**src/hw/rtl/imupd_pkg.sv**
```systemverilog
// Shared types, constants and CRC/field-map functions for the IMU packet deframer.
package imupd_pkg;

   localparam logic [7:0] SYNC_RESET  = 8'hFA;
   localparam logic [6:0] STORE_FIRST = 7'd5;
   localparam logic [6:0] CRC_LEN     = 7'd81;
   localparam logic [6:0] BODY_LAST   = 7'd82;
   localparam logic [3:0] FIELD_LAST  = 4'd15;
   localparam logic [1:0] WORD_LAST   = 2'd3;

   // payload word write from front to back
   typedef struct packed {
      logic        en;
      logic        bank;
      logic [4:0]  word;
      logic [31:0] data;
   } mem_wr_type;

   // one finished packet waiting for the back end
   typedef struct packed {
      logic        good;
      logic        bank;
      logic [15:0] count;
   } desc_type;

   // read issued, waiting for memory data
   typedef struct packed {
      logic [3:0]  idx;
      logic        good;
      logic        wide;
      logic [15:0] count;
      logic        last;
   } issue_type;

   typedef struct packed {
      logic [3:0]  idx;
      logic [63:0] value;
      logic        good;
      logic [15:0] count;
      logic        last;
   } rsp_type;

   // CRC-16, poly 0x1021, bytewise form
   function automatic logic [15:0] crc16_byte(input logic [15:0] c, input logic [7:0] b);
      logic [15:0] x;
      x = {c[7:0], c[15:8]};
      x = x ^ {8'd0, b};
      x = x ^ {12'd0, x[7:4]};
      x = x ^ {x[3:0], 12'd0};
      x = x ^ {3'd0, x[7:0], 5'd0};
      return x;
   endfunction

   // first 32-bit payload word of each field
   function automatic logic [4:0] field_word(input logic [3:0] k);
      logic [4:0] w;
      case (k)
         4'd0:    w = 5'd0;
         4'd1:    w = 5'd1;
         4'd2:    w = 5'd2;
         4'd3:    w = 5'd3;
         4'd4:    w = 5'd4;
         4'd5:    w = 5'd5;
         4'd6:    w = 5'd6;
         4'd7:    w = 5'd7;
         4'd8:    w = 5'd9;
         4'd9:    w = 5'd11;
         4'd10:   w = 5'd13;
         4'd11:   w = 5'd14;
         4'd12:   w = 5'd15;
         4'd13:   w = 5'd16;
         4'd14:   w = 5'd17;
         4'd15:   w = 5'd18;
         default: w = 5'd0;
      endcase
      return w;
   endfunction

   // position fields span two words
   function automatic logic field_wide(input logic [3:0] k);
      logic r;
      case (k)
         4'd7, 4'd8, 4'd9: r = 1'b1;
         default:          r = 1'b0;
      endcase
      return r;
   endfunction

endpackage

```
**src/hw/rtl/imu_packet_deframer.sv**
```systemverilog
// IMU packet deframer: byte stream in, CRC-checked field words out.
//
// req_*: one received byte per request. Bytes are dropped until one equals the
//   sync register (csr_*, reset 0xFA); the next 83 bytes are the packet body.
// rsp_*: per good packet 16 results (field index in tuser, raw little-endian
//   word and bad-packet count in tdata), tlast on the 16th. A CRC mismatch
//   gives one result with crc_good low, value 0, tlast high.
// Throughput: one byte per cycle while req_tready is high; results leave one per
//   cycle while rsp_tready is high, each via the queue, read and output registers.
// Two packets may wait on the back end (one payload memory bank each); req_tready
//   drops while both are pending and rises when the older one's last memory
//   read is issued.
// A stalled rsp side fills the two-entry output buffer, then holds the back end;
//   the front keeps taking bytes until both banks are in use.
// Reset: hunting, sync 0xFA, bad-packet counter 0, queues empty. No memory clear.
module imu_packet_deframer
   import imupd_pkg::*;
#(
   parameter int ERROR_COUNTER_BITS = 16
) (
   input  logic        clock,
   input  logic        reset,
   input  logic        csr_valid,
   output logic        csr_ready,
   input  logic [7:0]  csr_data,    // sync_value
   input  logic        req_tvalid,
   output logic        req_tready,
   input  logic [7:0]  req_tdata,   // rx_byte
   output logic        rsp_tvalid,
   input  logic        rsp_tready,
   output logic [79:0] rsp_tdata,   // field_value[63:0], bad_packet_count[79:64]
   output logic [4:0]  rsp_tuser,   // field_index[3:0], crc_good[4]
   output logic        rsp_tlast
);

   mem_wr_type mem_wr;
   desc_type   desc, head;
   logic       desc_push, desc_pop, head_valid, q_full;
   rsp_type    rsp;

   assign csr_ready = 1'b1;

   imupd_front #(
      .ERROR_COUNTER_BITS(ERROR_COUNTER_BITS)
   ) u_front (
      .clock      (clock),
      .reset      (reset),
      .csr_valid  (csr_valid),
      .csr_data   (csr_data),
      .byte_valid (req_tvalid),
      .byte_data  (req_tdata),
      .byte_ready (req_tready),
      .q_full     (q_full),
      .mem_wr     (mem_wr),
      .desc_push  (desc_push),
      .desc       (desc)
   );

   imupd_desc_queue u_queue (
      .clock      (clock),
      .reset      (reset),
      .push       (desc_push),
      .push_desc  (desc),
      .pop        (desc_pop),
      .head_valid (head_valid),
      .head       (head),
      .full       (q_full)
   );

   imupd_back u_back (
      .clock      (clock),
      .reset      (reset),
      .mem_wr     (mem_wr),
      .head_valid (head_valid),
      .head       (head),
      .pop        (desc_pop),
      .out_valid  (rsp_tvalid),
      .out_ready  (rsp_tready),
      .out_rsp    (rsp)
   );

   assign rsp_tdata = {rsp.count, rsp.value};
   assign rsp_tuser = {rsp.good, rsp.idx};
   assign rsp_tlast = rsp.last;

   // error result is a lone zero result closing its run
   a_err_shape : assert property (@(posedge clock) disable iff (reset)
      rsp_tvalid && !rsp_tuser[4] |-> rsp_tlast && rsp_tdata[63:0] == 64'd0
                                      && rsp_tuser[3:0] == 4'd0)
      else $error("error result malformed");

   // a good run ends exactly at the last field
   a_good_last : assert property (@(posedge clock) disable iff (reset)
      rsp_tvalid && rsp_tuser[4] |-> rsp_tlast == (rsp_tuser[3:0] == FIELD_LAST))
      else $error("tlast misplaced in good run");

   // descriptor never pushed into a full queue
   a_no_overflow : assert property (@(posedge clock) disable iff (reset)
      desc_push |-> !q_full)
      else $error("descriptor queue overflow");

   // both banks held means no payload write may land
   a_bank_guard : assert property (@(posedge clock) disable iff (reset)
      q_full |-> !mem_wr.en)
      else $error("payload write while both banks busy");

endmodule

```
**src/hw/rtl/imupd_front.sv**
```systemverilog
// Front end: sync hunt, byte position, CRC, payload word assembly, bad-packet counter.
module imupd_front
   import imupd_pkg::*;
#(
   parameter int ERROR_COUNTER_BITS = 16
) (
   input  logic       clock,
   input  logic       reset,
   input  logic       csr_valid,
   input  logic [7:0] csr_data,
   input  logic       byte_valid,
   input  logic [7:0] byte_data,
   output logic       byte_ready,
   input  logic       q_full,
   output mem_wr_type mem_wr,
   output logic       desc_push,
   output desc_type   desc
);

   logic [7:0]  sync_ff, sync_in;
   logic        in_pkt_ff, in_pkt_in;
   logic [6:0]  pos_ff, pos_in;
   logic [15:0] crc_ff, crc_in;
   logic [7:0]  crc_hi_ff, crc_hi_in;
   logic [23:0] word_ff, word_in;
   logic        bank_ff, bank_in;
   logic [ERROR_COUNTER_BITS-1:0] bad_ff, bad_in, bad_inc;
   logic [ERROR_COUNTER_BITS+15:0] bad_ext;
   logic [6:0]  spos;
   logic        acc, good;

   assign byte_ready = !q_full;
   assign acc        = byte_valid && byte_ready;
   assign spos       = 7'(pos_ff - STORE_FIRST);
   assign good       = ({crc_hi_ff, byte_data} == crc_ff);
   assign bad_inc    = (&bad_ff) ? bad_ff : bad_ff + ERROR_COUNTER_BITS'(1);
   assign bad_ext    = {16'd0, (good ? bad_ff : bad_inc)};

   always_comb begin
      sync_in   = csr_valid ? csr_data : sync_ff;
      in_pkt_in = in_pkt_ff;
      pos_in    = pos_ff;
      crc_in    = crc_ff;
      crc_hi_in = crc_hi_ff;
      word_in   = word_ff;
      bank_in   = bank_ff;
      bad_in    = bad_ff;
      mem_wr    = '{en: 1'b0, bank: bank_ff, word: spos[6:2], data: {byte_data, word_ff}};
      desc_push = 1'b0;
      desc.good = good;
      desc.bank = bank_ff;
      desc.count = (bad_ext[ERROR_COUNTER_BITS+15:16] != '0) ? 16'hFFFF : bad_ext[15:0];
      if (acc) begin
         if (!in_pkt_ff) begin
            if (byte_data == sync_ff) begin
               in_pkt_in = 1'b1;
               pos_in    = '0;
               crc_in    = '0;
            end
         end else begin
            if (pos_ff < CRC_LEN) begin
               crc_in = crc16_byte(crc_ff, byte_data);
            end
            if (pos_ff >= STORE_FIRST && pos_ff < CRC_LEN) begin
               if (spos[1:0] == WORD_LAST) begin
                  mem_wr.en = 1'b1;
               end else begin
                  word_in = {byte_data, word_ff[23:8]};
               end
            end
            if (pos_ff == CRC_LEN) begin
               crc_hi_in = byte_data;
            end
            if (pos_ff == BODY_LAST) begin
               in_pkt_in = 1'b0;
               pos_in    = '0;
               crc_in    = '0;
               desc_push = 1'b1;
               bank_in   = !bank_ff;
               if (!good) begin
                  bad_in = bad_inc;
               end
            end else begin
               pos_in = 7'(pos_ff + 7'd1);
            end
         end
      end
   end

   always_ff @(posedge clock) begin
      if (reset) begin
         sync_ff   <= SYNC_RESET;
         in_pkt_ff <= 1'b0;
         pos_ff    <= '0;
         crc_ff    <= '0;
         crc_hi_ff <= '0;
         bank_ff   <= 1'b0;
         bad_ff    <= '0;
      end else begin
         sync_ff   <= sync_in;
         in_pkt_ff <= in_pkt_in;
         pos_ff    <= pos_in;
         crc_ff    <= crc_in;
         crc_hi_ff <= crc_hi_in;
         bank_ff   <= bank_in;
         bad_ff    <= bad_in;
      end
   end

   always_ff @(posedge clock) begin
      word_ff <= word_in;
   end

endmodule

```
**src/hw/rtl/imupd_desc_queue.sv**
```systemverilog
// Two-entry queue of finished packet descriptors between front and back.
module imupd_desc_queue
   import imupd_pkg::*;
(
   input  logic     clock,
   input  logic     reset,
   input  logic     push,
   input  desc_type push_desc,
   input  logic     pop,
   output logic     head_valid,
   output desc_type head,
   output logic     full
);

   desc_type   ent_ff [2];
   logic       wptr_ff, wptr_in;
   logic       rptr_ff, rptr_in;
   logic [1:0] cnt_ff, cnt_in;

   assign head_valid = (cnt_ff != 2'd0);
   assign full       = (cnt_ff == 2'd2);
   assign head       = ent_ff[rptr_ff];

   always_comb begin
      wptr_in = push ? !wptr_ff : wptr_ff;
      rptr_in = pop ? !rptr_ff : rptr_ff;
      cnt_in  = 2'(cnt_ff + {1'b0, push} - {1'b0, pop});
   end

   always_ff @(posedge clock) begin
      if (reset) begin
         wptr_ff <= 1'b0;
         rptr_ff <= 1'b0;
         cnt_ff  <= '0;
      end else begin
         wptr_ff <= wptr_in;
         rptr_ff <= rptr_in;
         cnt_ff  <= cnt_in;
      end
   end

   always_ff @(posedge clock) begin
      if (push) begin
         ent_ff[wptr_ff] <= push_desc;
      end
   end

endmodule

```
**src/hw/rtl/imupd_back.sv**
```systemverilog
// Back end: double-banked payload memory, field sequencer and two-entry output buffer.
module imupd_back
   import imupd_pkg::*;
(
   input  logic       clock,
   input  logic       reset,
   input  mem_wr_type mem_wr,
   input  logic       head_valid,
   input  desc_type   head,
   output logic       pop,
   output logic       out_valid,
   input  logic       out_ready,
   output rsp_type    out_rsp
);

   logic [31:0] mem [64];
   logic [31:0] rd_lo_ff, rd_hi_ff;
   logic [4:0]  word_lo, word_hi;
   logic [3:0]  fld_ff, fld_in;
   issue_type   s1_ff, s1_in;
   logic        s1_vld_ff;
   rsp_type     buf_ff [2];
   rsp_type     fill;
   logic        wptr_ff, rptr_ff;
   logic [1:0]  cnt_ff, occ;
   logic        out_pop, issue;

   assign out_valid = (cnt_ff != 2'd0);
   assign out_rsp   = buf_ff[rptr_ff];
   assign out_pop   = out_valid && out_ready;

   // slots taken once the in-flight read and this cycle's output are counted
   assign occ   = 2'(cnt_ff + {1'b0, s1_vld_ff} - {1'b0, out_pop});
   assign issue = head_valid && (occ < 2'd2);

   assign word_lo = field_word(fld_ff);
   assign word_hi = 5'(word_lo + 5'd1);

   always_comb begin
      fld_in = fld_ff;
      pop    = 1'b0;
      s1_in.idx   = head.good ? fld_ff : 4'd0;
      s1_in.good  = head.good;
      s1_in.wide  = field_wide(fld_ff);
      s1_in.count = head.count;
      s1_in.last  = !head.good || (fld_ff == FIELD_LAST);
      if (issue) begin
         if (!head.good || fld_ff == FIELD_LAST) begin
            pop    = 1'b1;
            fld_in = '0;
         end else begin
            fld_in = 4'(fld_ff + 4'd1);
         end
      end
   end

   always_comb begin
      fill.idx   = s1_ff.idx;
      fill.good  = s1_ff.good;
      fill.count = s1_ff.count;
      fill.last  = s1_ff.last;
      if (!s1_ff.good) begin
         fill.value = '0;
      end else if (s1_ff.wide) begin
         fill.value = {rd_hi_ff, rd_lo_ff};
      end else begin
         fill.value = {32'd0, rd_lo_ff};
      end
   end

   always_ff @(posedge clock) begin
      if (mem_wr.en) begin
         mem[{mem_wr.bank, mem_wr.word}] <= mem_wr.data;
      end
      if (issue) begin
         rd_lo_ff <= mem[{head.bank, word_lo}];
         rd_hi_ff <= mem[{head.bank, word_hi}];
      end
   end

   always_ff @(posedge clock) begin
      if (reset) begin
         fld_ff    <= '0;
         s1_vld_ff <= 1'b0;
         wptr_ff   <= 1'b0;
         rptr_ff   <= 1'b0;
         cnt_ff    <= '0;
      end else begin
         fld_ff    <= fld_in;
         s1_vld_ff <= issue;
         wptr_ff   <= s1_vld_ff ? !wptr_ff : wptr_ff;
         rptr_ff   <= out_pop ? !rptr_ff : rptr_ff;
         cnt_ff    <= 2'(cnt_ff + {1'b0, s1_vld_ff} - {1'b0, out_pop});
      end
   end

   always_ff @(posedge clock) begin
      if (issue) begin
         s1_ff <= s1_in;
      end
      if (s1_vld_ff) begin
         buf_ff[wptr_ff] <= fill;
      end
   end

endmodule

```
**config.mk**
```make
export PLATFORM = sky130hd
export DESIGN_NAME = imu_packet_deframer
export DESIGN_NICKNAME = d
export VERILOG_FILES = /design/src/hw/rtl/imupd_pkg.sv /design/src/hw/rtl/imu_packet_deframer.sv /design/src/hw/rtl/imupd_front.sv /design/src/hw/rtl/imupd_desc_queue.sv /design/src/hw/rtl/imupd_back.sv
export SDC_FILE = /design/constraint.sdc
export NUM_CORES = 2
export LEC_CHECK = 0
export BUFFER_PORTS_ARGS = -buffer_cell sky130_fd_sc_hd__clkbuf_2
export CAP_MARGIN = 0
export CELL_PAD_IN_SITES_DETAIL_PLACEMENT = 2
export CELL_PAD_IN_SITES_GLOBAL_PLACEMENT = 2
export CORE_UTILIZATION = 49
export CTS_BUF_LIST = sky130_fd_sc_hd__clkbuf_4
export DETAILED_ROUTE_END_ITERATION = 16
export PLACE_DENSITY_LB_ADDON = 0.1
export SETUP_SLACK_MARGIN = 0.15
export SYNTH_ARGS = -nofsm -noshare
export SYNTH_HDL_FRONTEND = slang
export SYNTH_SLANG_ARGS = --single-unit
```
**constraint.sdc**
```tcl
create_clock -name clock -period 17.2 [get_ports clock]
set_input_delay 3.44 -clock clock [delete_from_list [all_inputs] [get_ports clock]]
set_output_delay 3.44 -clock clock [all_outputs]
set_load 0.05 [all_outputs]
```
After elaboration in Yosys (flattened, before gate mapping)

Memory sizes are Yosys's and may differ from the RTL's. A register that Yosys moved wholly into a read port is not among the register bits.
Index checks and enable logic that the tools add are counted.
W data, S select, Z words.

$add $sub $neg: 9
Order comparisons: 3
Equality and inequality tests: 11
Multiplexer cells: 37
Bitwise operators: 5
Reductions and logical operators: 22

Operator list:

| cell                    | count |
|---|---|
| $mux W64                | 2 |
| $mux W16                | 6 |
| $mux W1                 | 23 |
| $mux W7                 | 3 |
| $add A16 B1 Y16 const B | 1 |
| $eq A16 B16 Y1          | 1 |
| $reduce_and A16 Y1      | 1 |
| $xor A16 B13 Y16        | 1 |
| $xor A16 B16 Y16        | 1 |
| $xor A16 B4 Y16         | 1 |
| $xor A16 B8 Y16         | 1 |
| $eq A7 B7 Y1 const B    | 2 |
| $eq A4 B4 Y1 const B    | 3 |
| $mux W4                 | 3 |
| $reduce_and A3 Y1       | 3 |
| $eq A8 B8 Y1            | 1 |
| $add A7 B1 Y7 const B   | 1 |
| $ge A7 B3 Y1 const B    | 1 |
| $logic_not A1 Y1        | 7 |
| $lt A7 B7 Y1 const B    | 1 |
| $sub A7 B3 Y7 const B   | 1 |
| $reduce_bool A2 Y1      | 3 |
| $add A5 B1 Y5 const B   | 1 |
| $add A2 B1 Y2           | 2 |
| other kinds (12)        | 17 |

Register bits: 117
Bits in writable memories: 2256
Bits in read-only memories: 80
Input bits: 21
Output and inout bits: 89
Word-level logic and storage cells: 112
Memories: 4

Memory list:

| name             | words | width | rd ports | clocked after memory_dff | wr ports | RTL line               | text |
|---|---|---|---|---|---|---|---|
| u_back.mem       | 64    | 32    | 2        | 2                        | 1        | imupd_back.sv:16       | `logic [31:0] mem [64];` |
| u_back.buf_ff    | 2     | 86    | 1        | 1                        | 1        | imupd_back.sv:22       | `rsp_type buf_ff [2];` |
| (name not given) | 16    | 5     | 1        | 1                        | 0        | imupd_pkg.sv:57        | `case (k)` |
| u_queue.ent_ff   | 2     | 18    | 1        | 1                        | 1        | imupd_desc_queue.sv:15 | `desc_type ent_ff [2];` |

Longest topological paths before layout

Depth in word-level cells: 8
Gate-level depth with buffers: 15
Depth with buffers taken out: 15

Cells and area by module

Synthesis repeated with hierarchy kept, for this count alone.

Cells, all modules: 5292
Area, all modules: 109749.0 um^2

Modules (own cells, without submodules):

| module              | instances | cells each | area each (um^2) | sequential area each (um^2) |
|---|---|---|---|---|
| imupd_back          | 1         | 4801       | 103959.7         | 69576.7 |
| imupd_front         | 1         | 412        | 4206.5           | 1861.8 |
| imupd_desc_queue    | 1         | 77         | 1571.5           | 1181.1 |
| imu_packet_deframer | 1         | 2          | 11.3             | 0.0 |

Worst setup path after synthesis

Ideal clock, no wire load.

Kind: in2reg
Start: in req_tvalid
End: mem u_back.mem[31][0], enable pin
Data arrival time: 7325 ps
Required time: 16699 ps
Path slack: 9374 ps
Stages: 5
Path buffers: 0
Cells stage by stage: and2_1 -> o2111a_1 -> and3_1 -> nand2_1 -> nor4_1

Word-level cells in the longest chain between the ends: 4

Ends and longest elaborated chain:

| what                          | RTL line                  | text |
|---|---|---|
| start: declaration            | imu_packet_deframer.sv:26 | `input logic req_tvalid,` |
| $logic_and A1 B1 Y1           | imupd_front.sv:33         | `assign acc = byte_valid && byte_ready;` |
| $mux W1                       | imupd_front.sv:53         | `if (acc) begin` |
| $mux W1                       | imupd_back.sv:72          | `if (mem_wr.en) begin` |
| $mux W1 (not written as such) | imupd_back.sv:73          | `mem[{mem_wr.bank, mem_wr.word}] <= mem_wr.data;` |
| end: declaration              | imupd_back.sv:16          |  |

Every way passes these cells.

Final worst setup path

Start: reg, netlist name u_back.word_lo[0]
End: reg u_back.rd_hi_ff[13], read port of u_back.mem (data pin)

Word-level cells in the longest chain between the ends: 1

Ends and longest elaborated chain:

| what             | RTL line         | text |
|---|---|---|
| $add A5 B1 Y5    | imupd_back.sv:37 | `assign word_hi = 5'(word_lo + 5'd1);` |
| end: declaration | imupd_back.sv:17 | `logic [31:0] rd_lo_ff, rd_hi_ff;` |

Every way passes these cells.
A chain may end at the register's enable or synchronous reset.

==> metrics <==
WP buf/inv 6; Yosys warning count 0; chip height 476 µm; Max IR drop VDD 88.5 µV; Residual DRC 0; Worst Path Max Fanout 106; cts bufs inserted 671; GRT Total Usage 34.3%; Core ar. 0.223 mm²; Die Width 476 µm; Routed WL 384000 µm; Net Sw Frac 25.8%; CTS tree built; synth top area cells edfxtp_1, mux4_2, dfxtp_1; initial antenna violation count 47; pin count of the biggest net entering global routing 113; Fin Clk Skew 0.105 ns; final setup vio count 0; Final period util 41.4%; max-cap viol count 0; Hold Crit Class register to register; Yosys reg bits 2444; Initial Util 49.4%; hold buffer count at CTS 0; gp weighted congestion 0.830; Reg power frac 52.6%; LEAKAGE 39.8 nW; vias post-DR 66805; worst reg2reg path depth 10; Hold Worst Slack 0.445 ns; RSZ-0062 raised after global routing false; vias per cell 6.60; placed cell areas 0.116 mm²; Synth Cell Area 0.110 mm²; Synth top area share 64.7%; Synth top cells by count edfxtp_1, mux4_2, nand2_1; run status finished clean; clock share of power 41.4%; critical path's most frequent cell buf_4; ys async rst share 0%; pwr/cell area 105 mW/mm²; Worst-Skew Late Latency 1.42 ns; Most used DFF post-synth edfxtp_1; most numerous cell in the Yosys netlist edfxtp_1; number of synthesized flops with an enable pin 2367; final non-filler cell area 0.125 mm²; hold depth 0; CTS Root Cell clkbuf_4; critical path's slowest cell buf_4; CP Launch Type register; reg2reg end u_back.rd_hi_ff[13]$_DFFE_PN_; Buffers on Ports 108; relative slew slack 4.77%; # IOs 110; Final Hold Fails 0; post-route ant nets 0; Clock Tree Buf Depth 4; Iteration-0 DRC Markers 9392; Clock transition at path regs 0.08 ns; CTS Sinks 2444; crit-path cells buf_4, buf_4, buf_12, buf_4, buf_4, buf_4, mux4_2, mux4_2, o21ai_1, a32oi_1; average size of a mapped cell 20.0 µm²; final setup TNS 0 ns; post_cts resized 0; post-synthesis cell type count 71; area leader, netlist edfxtp_1; GRT overflow 0; minimum setup slack among reg-to-reg paths 10.08 ns; critical path startpoint u_back.word_lo[0]$_DFF_P_; maximum clock frequency 140 MHz; critical path depth 10; kind of critical path register to register; Final Slew Violations 0; post-DP HPWL 230000 µm; Critical Path RT 18.31 ns; synthesized instance count 5495; crit path time final 7.12 ns; Arr. time, crit path 8.23 ns; Die ar. 0.226 mm²; P_sw 3.39 mW; DR pass1 iterations 5; Area Overhead vs Synth 13.7%; Internal 9.77 mW; worst reg2reg startpoint u_back.word_lo[0]$_DFF_P_; final routed wire length divided by cell count 37.9 µm; sequential area share after synthesis 66.1%; end of the critical path u_back.rd_hi_ff[13]$_DFFE_PN_; Slowest Stage Delay on Critical Path 0.81 ns; Crit path max-delay family buffers and inverters; vias in the first global route 71357; Gate power share 6.0%; Final Power 13.2 mW; Critical Path Sink Type register; Least-Margin Pin Slew 1.41 ns; row count 173; H-tree depth reported by CTS 6; share of cells above drive strength 1 37.8%; post-CTS setup buffer count 0; Final #Nets 6667; first-pass GRT wire length 540000 µm
==> logic make-up after synthesis <==
kind of cell	count (synthesis)	share of synthesized area [%]
AO/OA/AOI/OAI	317	2.02
XOR/XNOR	95	0.783
adder cells (fa/ha/maj)	15	0.171
buffers and inverters	420	1.80
flip-flops	2444	66.1
multiplexers	1349	25.5
other	2	0.00683
AND/OR/NAND/NOR	853	3.62
==> flip-flops by register name (all words and copies together), names as in the netlist, 4 cells and up, named ones only <==
| signal | cells |
|---|---|
| u_back.buf_ff | 172 |
| u_back.rd_lo_ff | 32 |
| u_front.pos_ff | 7 |
| u_back.word_lo | 5 |
| u_queue.ent_ff | 36 |
| u_back.fill | 22 |
| u_back.fld_ff | 4 |
| u_front.word_ff | 24 |
| u_front.bad_ff | 16 |
| u_front.crc_hi_ff | 8 |
| u_front.crc_ff | 16 |
| u_back.mem | 2048 |
| u_front.sync_ff | 8 |
| u_back.rd_hi_ff | 32 |
==> metal layers <==
layer  share of wire, %  track usage [%]  wire, µm  up-vias
li1                   -                -         -    25467
met3                 11             8.14     41200      869
met1                 37             45.5    141000    35903
met2                 48             54.9    186000     4538
met5              0.046                0       176        -
met4                4.1             13.6     15700       28
==> final cells by class <==
| class | instances | area, µm² |
|---|---|---|
| Fill cell | 19014 | 97600 |
| Antenna cell | 34 | 85.1 |
| Clock buffer | 1009 | 7570 |
| Timing Repair Buffer | 290 | 1980 |
| Sequential cell | 2444 | 72600 |
| Clock inverter | 151 | 892 |
| Inverter | 18 | 77.6 |
| Multi-Input combinational cell | 3206 | 37900 |
| Tap cell | 2975 | 3720 |
==> through the flow <==
stage	instances	util [%]	setup slack, ns
floorplan	6070	-	9.37
global placement	8932	52.3	9.48
detailed placement	8933	52.3	9.43
CTS	10093	56.1	10.07
global route	10104	56.1	9.58
finish	10127	56.1	10.08
==> power by group through the flow <==
stage / sequential [mW] / combinational, mW / clock [mW]
3_3_place_gp: 7.02 / 0.756 / 0
5_1_grt: 6.93 / 0.835 / 5.82
4_1_cts: 6.92 / 0.792 / 5.54
3_5_place_dp: 7.05 / 0.779 / 0
2_1_floorplan: 6.90 / 0.572 / 0
6_report: 6.93 / 0.790 / 5.45
==> worst register-to-register path, delay by kind of cell (launching register included) <==
| family | cells | cell delay [ns] |
|---|---|---|
| AOI/OAI and AO/OA | 2 | 0.37 |
| DFF | 1 | 0.70 |
| buffers and inverters | 6 | 4.63 |
| muxes | 2 | 1.15 |
==> worst min path at each step <==
stage / start / endpoint / slack, ns
floorplan: u_back.fill[0]$_DFFE_PN_ / u_back.buf_ff[0][0]$_DFFE_PP_ / 0.42
CTS: u_back.fill[12]$_DFFE_PN_ / u_back.buf_ff[0][12]$_DFFE_PP_ / 0.44
global route: u_back.fill[12]$_DFFE_PN_ / u_back.buf_ff[0][12]$_DFFE_PP_ / 0.45
global placement: u_back.fill[85]$_SDFFCE_PN0N_ / u_back.buf_ff[1][85]$_DFFE_PP_ / 0.42
detailed placement: u_back.fill[4]$_DFFE_PN_ / u_back.buf_ff[0][4]$_DFFE_PP_ / 0.44
finish: u_back.fill[13]$_DFFE_PN_ / u_back.buf_ff[1][13]$_DFFE_PP_ / 0.45
==> layout by cell type (no fill, tap or decap), types with 32 or more instances in the layout <==
master | netlist | final
mux2_2 | 116 | 116
buf_4 | 32 | 176
mux2i_1 | 84 | 83
nor2b_1 | 47 | 46
xor2_1 | 32 | 32
conb_1 | 2 | 577
and2_1 | 40 | 37
and3_1 | 42 | 42
clkbuf_4 | 0 | 1009
mux4_2 | 1149 | 1149
nand3_1 | 110 | 109
edfxtp_1 | 2367 | 2367
nand2_1 | 391 | 391
clkinv_1 | 0 | 108
nor2_1 | 124 | 77
dfxtp_1 | 77 | 71
a211oi_1 | 40 | 40
a21oi_1 | 59 | 59
nand4_1 | 36 | 36
diode_2 | 0 | 34
a22oi_1 | 91 | 91
xnor2_1 | 60 | 58
nor2_4 | 0 | 47
clkbuf_2 | 0 | 108
Note: power is estimated with default switching activity, not from simulation.
